File: src/rtl/murmur3_32_stream_hash_macros.svh
// ----------------------------------------------------------------------------
// MurmurHash3 stream hasher assertion macros
// Concurrent checks, sampled on clk and disabled during reset.
// ----------------------------------------------------------------------------
`ifndef MURMUR3_32_STREAM_HASH_MACROS_SVH
`define MURMUR3_32_STREAM_HASH_MACROS_SVH

`ifndef NO_ASSERTIONS

// Same-cycle implication
`define M3H_ASSERT_SAME(lbl, ante, cons, msg) \
    lbl: assert property (@(posedge clk) disable iff (!rst_n) (ante) |-> (cons)) \
        else $error(msg);

// Next-cycle implication
`define M3H_ASSERT_NEXT(lbl, ante, cons, msg) \
    lbl: assert property (@(posedge clk) disable iff (!rst_n) (ante) |=> (cons)) \
        else $error(msg);

`else

`define M3H_ASSERT_SAME(lbl, ante, cons, msg)
`define M3H_ASSERT_NEXT(lbl, ante, cons, msg)

`endif

`endif

File: src/rtl/m3h_pkg.sv
// ----------------------------------------------------------------------------
// MurmurHash3 stream hasher package
// Hash constants and the request type of the shared multiplier.
// ----------------------------------------------------------------------------
package m3h_pkg;

    // Block and finalizer constants of MurmurHash3 x86_32
    localparam logic [31:0] M3H_C1 = 32'hcc9e2d51;
    localparam logic [31:0] M3H_C2 = 32'h1b873593;
    localparam logic [31:0] M3H_N  = 32'he6546b64;
    localparam logic [31:0] M3H_F1 = 32'h85ebca6b;
    localparam logic [31:0] M3H_F2 = 32'hc2b2ae35;

    // Reset value of the seed register
    localparam logic [31:0] M3H_SEED_RESET = 32'h00000001;

    // Operand pair for the shared multiplier
    typedef struct packed {
        logic [31:0] op_a;
        logic [31:0] op_b;
    } m3h_mul_req_t;

endpackage

File: src/rtl/m3h_mul.sv
// ----------------------------------------------------------------------------
// MurmurHash3 shared multiplier
// 32 x 32 multiply, low 32 bits of the product registered.
// ----------------------------------------------------------------------------
module m3h_mul (
    input  logic                 clk,
    input  m3h_pkg::m3h_mul_req_t req,
    output logic [31:0]          product
);
    import m3h_pkg::*;

    logic [31:0] product_reg;
    logic [31:0] product_next;

    // Form the low product word
    assign product_next = req.op_a * req.op_b;

    // Register the product
    always_ff @(posedge clk)
    begin
        product_reg <= product_next;
    end

    assign product = product_reg;

endmodule

File: src/rtl/murmur3_32_stream_hash.sv
// ----------------------------------------------------------------------------
// MurmurHash3 x86_32 stream hasher
// Hashes a message fed one byte per request and emits the 32-bit hash.
// ----------------------------------------------------------------------------
//  channel   direction  handshake               payload
//  in        sink       in_valid / in_stall     data_byte, byte_valid, last
//  out       source     out_valid / out_stall   hash_value
//  seed      sink       seed_wr_en              seed_wr_data
//
//  A byte that does not complete a word is taken in the idle state. The byte
//  that completes a word runs the scramble steps SC1 to SC3: two multiplies in
//  the shared multiplier and the mix. A request with last runs the scramble of
//  the word or the leftover bytes (if any), then finalizer steps F1 to F3.
//  Asynchronous active-low reset loads seed 1 and clears the message state.
//  The next request is taken while a finished hash waits on out_stall; a
//  finished hash waits in the sequencer only while the output is still full.
// ----------------------------------------------------------------------------
module murmur3_32_stream_hash #(
    parameter int COUNT_WIDTH = 32
) (
    input  logic        clk,
    input  logic        rst_n,
    // input requests
    input  logic        in_valid,
    output logic        in_stall,
    input  logic [7:0]  data_byte,
    input  logic        byte_valid,
    input  logic        last,
    // output requests
    output logic        out_valid,
    input  logic        out_stall,
    output logic [31:0] hash_value,
    // seed register
    input  logic        seed_wr_en,
    input  logic [31:0] seed_wr_data
);
    import m3h_pkg::*;

    typedef enum logic [2:0] {
        S_IDLE,
        S_SC1,
        S_SC2,
        S_SC3,
        S_F1,
        S_F2,
        S_F3,
        S_OUT
    } state_t;

    state_t                 state_reg,    state_next;
    logic [31:0]            seed_reg,     seed_next;
    logic [31:0]            hash_reg,     hash_next;
    logic [23:0]            partial_reg,  partial_next;
    logic [1:0]             phase_reg,    phase_next;
    logic [COUNT_WIDTH-1:0] count_reg,    count_next;
    logic [31:0]            work_reg,     work_next;
    logic                   tail_reg,     tail_next;
    logic                   last_reg,     last_next;
    logic                   out_valid_reg, out_valid_next;
    logic [31:0]            out_hash_reg, out_hash_next;

    m3h_mul_req_t mul_req;
    logic [31:0]  mul_product;
    logic         in_accept;
    logic         out_free;
    logic [31:0]  rot15;
    logic [31:0]  mix_rot;
    logic [31:0]  mix_hash;
    logic [31:0]  count_word;

    // Shared multiplier
    m3h_mul u_mul (
        .clk     (clk),
        .req     (mul_req),
        .product (mul_product)
    );

    assign in_stall   = (state_reg != S_IDLE);
    assign in_accept  = in_valid && !in_stall;
    assign out_free   = !out_valid_reg || !out_stall;
    assign count_word = 32'(count_reg);

    // Rotates and the hash mix step
    assign rot15    = {mul_product[16:0], mul_product[31:17]};
    assign mix_rot  = {hash_reg[18:0] ^ mul_product[18:0],
                       hash_reg[31:19] ^ mul_product[31:19]};
    assign mix_hash = {mix_rot[29:0], 2'b00} + mix_rot + M3H_N;

    // Select multiplier operands by step
    always_comb
    begin
        mul_req.op_a = work_reg;
        mul_req.op_b = M3H_C1;
        case (state_reg)
            S_SC1:
            begin
                mul_req.op_a = work_reg;
                mul_req.op_b = M3H_C1;
            end
            S_SC2:
            begin
                mul_req.op_a = rot15;
                mul_req.op_b = M3H_C2;
            end
            S_F1:
            begin
                mul_req.op_a = work_reg ^ {16'h0000, work_reg[31:16]};
                mul_req.op_b = M3H_F1;
            end
            S_F2:
            begin
                mul_req.op_a = mul_product ^ {13'h0000, mul_product[31:13]};
                mul_req.op_b = M3H_F2;
            end
            default:
            begin
                mul_req.op_a = work_reg;
                mul_req.op_b = M3H_C1;
            end
        endcase
    end

    // Sequencer next state
    always_comb
    begin
        state_next     = state_reg;
        seed_next      = seed_reg;
        hash_next      = hash_reg;
        partial_next   = partial_reg;
        phase_next     = phase_reg;
        count_next     = count_reg;
        work_next      = work_reg;
        tail_next      = tail_reg;
        last_next      = last_reg;
        out_valid_next = out_valid_reg;
        out_hash_next  = out_hash_reg;

        // Drop the result once taken
        if (out_valid_reg && !out_stall)
        begin
            out_valid_next = 1'b0;
        end

        case (state_reg)
            S_IDLE:
            begin
                if (in_accept)
                begin
                    last_next = last;
                    if (byte_valid)
                    begin
                        count_next = count_reg + COUNT_WIDTH'(1);
                        if (phase_reg == 2'd3)
                        begin
                            // Word complete: scramble and mix it
                            work_next  = {data_byte, partial_reg};
                            tail_next  = 1'b0;
                            state_next = S_SC1;
                        end
                        else
                        begin
                            partial_next = partial_reg;
                            case (phase_reg)
                                2'd0:    partial_next[7:0]   = data_byte;
                                2'd1:    partial_next[15:8]  = data_byte;
                                2'd2:    partial_next[23:16] = data_byte;
                                default: partial_next        = partial_reg;
                            endcase
                            phase_next = phase_reg + 2'd1;
                            if (last)
                            begin
                                // Leftover bytes: scramble the tail
                                work_next  = {8'h00, partial_next};
                                tail_next  = 1'b1;
                                state_next = S_SC1;
                            end
                        end
                    end
                    else if (last)
                    begin
                        if (phase_reg != 2'd0)
                        begin
                            work_next  = {8'h00, partial_reg};
                            tail_next  = 1'b1;
                            state_next = S_SC1;
                        end
                        else
                        begin
                            work_next  = hash_reg ^ count_word;
                            state_next = S_F1;
                        end
                    end
                end
            end
            S_SC1:
            begin
                state_next = S_SC2;
            end
            S_SC2:
            begin
                state_next = S_SC3;
            end
            S_SC3:
            begin
                if (tail_reg)
                begin
                    work_next  = hash_reg ^ mul_product ^ count_word;
                    state_next = S_F1;
                end
                else
                begin
                    hash_next    = mix_hash;
                    partial_next = '0;
                    phase_next   = 2'd0;
                    if (last_reg)
                    begin
                        work_next  = mix_hash ^ count_word;
                        state_next = S_F1;
                    end
                    else
                    begin
                        state_next = S_IDLE;
                    end
                end
            end
            S_F1:
            begin
                state_next = S_F2;
            end
            S_F2:
            begin
                state_next = S_F3;
            end
            S_F3:
            begin
                work_next  = mul_product ^ {16'h0000, mul_product[31:16]};
                state_next = S_OUT;
            end
            S_OUT:
            begin
                // Hold until the output register is free, then reload the seed
                if (out_free)
                begin
                    out_valid_next = 1'b1;
                    out_hash_next  = work_reg;
                    hash_next      = seed_reg;
                    partial_next   = '0;
                    phase_next     = 2'd0;
                    count_next     = '0;
                    tail_next      = 1'b0;
                    last_next      = 1'b0;
                    state_next     = S_IDLE;
                end
            end
            default:
            begin
                state_next = S_IDLE;
            end
        endcase

        // Seed write; a message not yet begun takes it at once
        if (seed_wr_en)
        begin
            seed_next = seed_wr_data;
            if ((count_reg == '0) && (phase_reg == 2'd0))
            begin
                hash_next = seed_wr_data;
            end
        end
    end

    // State and registered outputs
    always_ff @(posedge clk or negedge rst_n)
    begin
        if (!rst_n)
        begin
            state_reg     <= S_IDLE;
            seed_reg      <= M3H_SEED_RESET;
            hash_reg      <= M3H_SEED_RESET;
            partial_reg   <= '0;
            phase_reg     <= 2'd0;
            count_reg     <= '0;
            tail_reg      <= 1'b0;
            last_reg      <= 1'b0;
            out_valid_reg <= 1'b0;
        end
        else
        begin
            state_reg     <= state_next;
            seed_reg      <= seed_next;
            hash_reg      <= hash_next;
            partial_reg   <= partial_next;
            phase_reg     <= phase_next;
            count_reg     <= count_next;
            tail_reg      <= tail_next;
            last_reg      <= last_next;
            out_valid_reg <= out_valid_next;
        end
    end

    // Payload registers
    always_ff @(posedge clk)
    begin
        work_reg     <= work_next;
        out_hash_reg <= out_hash_next;
    end

    assign out_valid  = out_valid_reg;
    assign hash_value = out_hash_reg;

`include "murmur3_32_stream_hash_macros.svh"

    // A closing request always leaves the idle state, toward scramble or finalizer
    `M3H_ASSERT_NEXT(a_last_busy, in_accept && last, in_stall, "last request did not finalize")

    // A byte that leaves a partial word keeps the input open
    `M3H_ASSERT_NEXT(a_byte_fast, in_accept && byte_valid && !last && (phase_reg != 2'd3), !in_stall, "partial byte stalled input")

    // Leftover bytes imply a nonzero count
    `M3H_ASSERT_SAME(a_phase_count, count_reg == '0, phase_reg == 2'd0, "phase set with zero count")

    // A result appears only from the output step
    `M3H_ASSERT_SAME(a_out_source, $rose(out_valid_reg), $past(state_reg) == S_OUT, "result outside output step")

endmodule
File: config.mk
export PLATFORM = sky130hd
export DESIGN_NAME = murmur3_32_stream_hash
export DESIGN_NICKNAME = d
export VERILOG_FILES = /design/src/rtl/m3h_pkg.sv /design/src/rtl/m3h_mul.sv /design/src/rtl/murmur3_32_stream_hash.sv
export VERILOG_INCLUDE_DIRS = /design/src /design/src/rtl
export SDC_FILE = /design/constraint.sdc
export NUM_CORES = 2
export LEC_CHECK = 0
export BUFFER_PORTS_ARGS = -buffer_cell sky130_fd_sc_hd__buf_2
export CORE_AREA = 10 10 286 288
export DETAILED_ROUTE_END_ITERATION = 10
export DIE_AREA = 0 0 296 298
export PLACE_DENSITY = 0.55
export RECOVER_POWER = 25
export SKIP_CTS_REPAIR_TIMING = 1
export SLEW_MARGIN = 0
export SYNTH_ARGS = -nofsm -noshare
export SYNTH_HDL_FRONTEND = slang
export SYNTH_SLANG_ARGS = --single-unit
File: constraint.sdc
create_clock -name clk -period 14.7 [get_ports clk]
set_clock_uncertainty 0.15 [all_clocks]
set_input_delay 2.205 -clock clk [delete_from_list [all_inputs] [get_ports clk]]
set_output_delay 2.205 -clock clk [all_outputs]
set_load 0.05 [all_outputs]
==> flow_results.org <==
** Run status
- Result of the run :: finished with violations
- The checks that failed: max-capacitance violations, max-slew violations.

** STA
- Slew at the pin closest to its max-slew limit :: 4020 ps
- Achievable clock frequency :: 0.0929 GHz
- Setup-violating endpoint count in the final report :: 0
- Across all hold checks on the routed design, the worst slack comes to 358 ps.
- Final slew viol count :: 106
- Slew headroom :: -1.68
- Final Critical Period :: 10760 ps
- Number of failing hold endpoints at the final stage :: 0
- Setup Total Neg Slack :: 0 ps
- In the finished design, the share of the clock period the worst path needs comes to 0.732.
- Setup repair after global routing missed its margin :: no

** Layout
- Most frequent cells in the layout :: sky130_fd_sc_hd__inv_1, sky130_fd_sc_hd__fa_1, sky130_fd_sc_hd__nand2_1
- The layout has 7600 filler cells.
- Fraction of final layout cells with drive strength greater than 1 :: 0.0803
- Relative to the synthesized area, the layout overhead comes to 8.37%.
- Antenna diode instance count :: 0
- Leading cell type in the layout, fill and taps excluded :: sky130_fd_sc_hd__inv_1
- Net count reported at finish :: 3759

** Yosys
- Counting flops with an async set or reset pin after synthesis yields a share of 0.571.
- The share of the Yosys chip area taken by registers is 0.201.
- Synthesis produced a netlist with a net count of 3756.
- Among all flip-flop cells after synthesis, the most frequent one is sky130_fd_sc_hd__dfrtp_1.
- Post-synthesis cell type count :: 82
- Number of synthesized register bits :: 224
- For this run, the number of Yosys warnings is 0.
- Each instance of the synthesized netlist takes up on average 9.21 um^2.
- Counting every instance in the synthesized netlist gives 3113.
- Number of enable flip-flop cells after synthesis :: 64
- Mapped Area :: 0.0287 mm^2

** Place
- Routability congestion estimate :: 1.04
- Dpl hpwl :: 92.5 mm
- Input/output buffers :: 80

** Worst setup path
- Longest individual stage delay on the worst path :: 970 ps
- STA classifies the critical path startpoint as a flop.
- Worst path arrival time :: 11090 ps
- Counting both buffers and inverters, the worst setup path holds a total of 6.
- CP dominant cell by count :: sky130_fd_sc_hd__fa_1
- Worst path required time :: 15030 ps
- Setup crit end kind :: flop
- Grouping stages by cell kind, the critical path spends the most delay in adder cells.
- Largest fanout on the critical path :: 25
- The largest individual stage delay along the critical path comes from the cell sky130_fd_sc_hd__o41ai_1.
- CP Class :: flop to flop

** GRT
- The via count of the first global-routing pass was 23600.
- Overall routing resource usage :: 0.252
- Number of antenna violations at the first check in global routing :: 3
- The first global-routing pass estimated 163 mm of wire.
- Total global routing overflow :: 0
- Entering global routing, the biggest net connects 72 pins.

** Floorplan
- Floorplan die width :: 296 um
- The floorplan step defined a core boundary enclosing 0.0757 mm^2.
- Die Footprint :: 0.0882 mm^2
- Effective utilization at floorplan :: 0.379
- Number of placement rows :: 101
- Number of top-level design ports :: 81
- Die Height :: 298 um

** Detailed routing
- Once detail routing completed, the nets flagged for antenna violations numbered 0.
- Count of unresolved DRC violations after routing :: 0
- For this block, the routed nets add up to 113 mm of wire.
- The first detailed-routing pass ran for 9 iterations.
- The first routing iteration left 2445 violations.
- After detailed routing, the number of vias per cell comes to 5.61.
- Detailed routing inserted a total of 23100 vias.
- Routed len/inst :: 27.4 um

** Worst hold path
- Class of the tightest hold or removal check :: flop to flop

** CTS
- The later pin in the worst-skew pair is clocked with a latency of 620 ps.
- Cell chosen for the clock root :: sky130_fd_sc_hd__clkbuf_16
- Maximum buffer depth of the clock tree :: 3
- Clock-pin slew was measured on the worst setup and hold paths at 60 ps.
- Clock tree from TritonCTS :: built
- CTS Sinks :: 224
- Counting the buffers created by CTS gives 30.
- Depth of the CTS H-tree :: 1

** Run
- Max-cap violations in this run came to 2.
layout make-up:
cell class	instances	area [um^2]	area share
clock buffer	41	843	0.0271
clock inverter	14	196	0.00632
inverter	566	2130	0.0684
multi-input combinational	2171	20200	0.650
sequential	224	5770	0.186
tap	978	1220	0.0394
timing repair buffer	123	719	0.0231
per-stage QoR:
| stage | utilization | cell area [um^2] | std cells | setup WS [ps] |
|---|---|---|---|---|
| final | 0.411 | 31100 | 4117 | 3940 |
| after global routing | 0.411 | 31100 | 4117 | 3700 |
| after CTS | 0.411 | 31100 | 4117 | 4180 |
| after detailed placement | 0.397 | 30100 | 4062 | 4250 |
| after global placement | 0.397 | 30100 | 4062 | 4400 |
| after floorplan | - | 28700 | 3113 | 6310 |
layer usage:
layer | vias up | track usage | wire, um
met5 | - | 0 | 34
met1 | 11500 | 0.326 | 45300
met4 | 4 | 0.129 | 7030
met2 | 1162 | 0.393 | 50200
li1 | 10100 | - | -
met3 | 308 | 0.0541 | 10100
cells in the mapped netlist (20+ instances only):
cell type                  number  area, um^2
sky130_fd_sc_hd__xor2_1       110         963
sky130_fd_sc_hd__xnor2_1      156        1370
sky130_fd_sc_hd__inv_1        560        2100
sky130_fd_sc_hd__mux2_2        49         552
sky130_fd_sc_hd__a211oi_1      22         165
sky130_fd_sc_hd__a21oi_1      138         691
sky130_fd_sc_hd__fa_1         391        7830
sky130_fd_sc_hd__a222oi_1      23         230
sky130_fd_sc_hd__nor2b_1       22         138
sky130_fd_sc_hd__edfxtp_1      64        1920
sky130_fd_sc_hd__a22oi_1       41         308
sky130_fd_sc_hd__nor3_1        20         100
sky130_fd_sc_hd__clkbuf_1     125         469
sky130_fd_sc_hd__nand3_1       42         210
sky130_fd_sc_hd__nor2_1       248         931
sky130_fd_sc_hd__ha_1         205        2560
sky130_fd_sc_hd__a221oi_1      21         184
sky130_fd_sc_hd__o21ai_0      134         671
sky130_fd_sc_hd__nand2_1      260         976
sky130_fd_sc_hd__dfrtp_1      126        3150
sky130_fd_sc_hd__dfxtp_1       32         641
sky130_fd_sc_hd__a21o_1        22         165
final timing paths:
kind | to | cells past startpoint | startpoint | slack, ps
min in group asynchronous | state_reg[1] | 1 | rst_n | 2870
hold / removal | seed_reg[31] | 1 | seed_reg[31] | 360
hold reg to reg | seed_reg[31] | 1 | seed_reg[31] | 360
setup reg to reg | u_mul.product[31] | 27 | state_reg[2] | 3940
setup / recovery | u_mul.product[31] | 27 | state_reg[2] | 3940
max in group asynchronous | count_reg[21] | 2 | rst_n | 9130
cell families after synthesis:
kind of cell / share of synthesized area
compound gates: 0.125
xor+xnor: 0.0852
fa+ha+maj: 0.362
buf+inv: 0.0953
flops: 0.201
mux: 0.0231
simple gates: 0.108
Power is left out: the tool's default activity adds up to more than one toggle a clock period on the data nets, which glitch-free logic cannot reach.
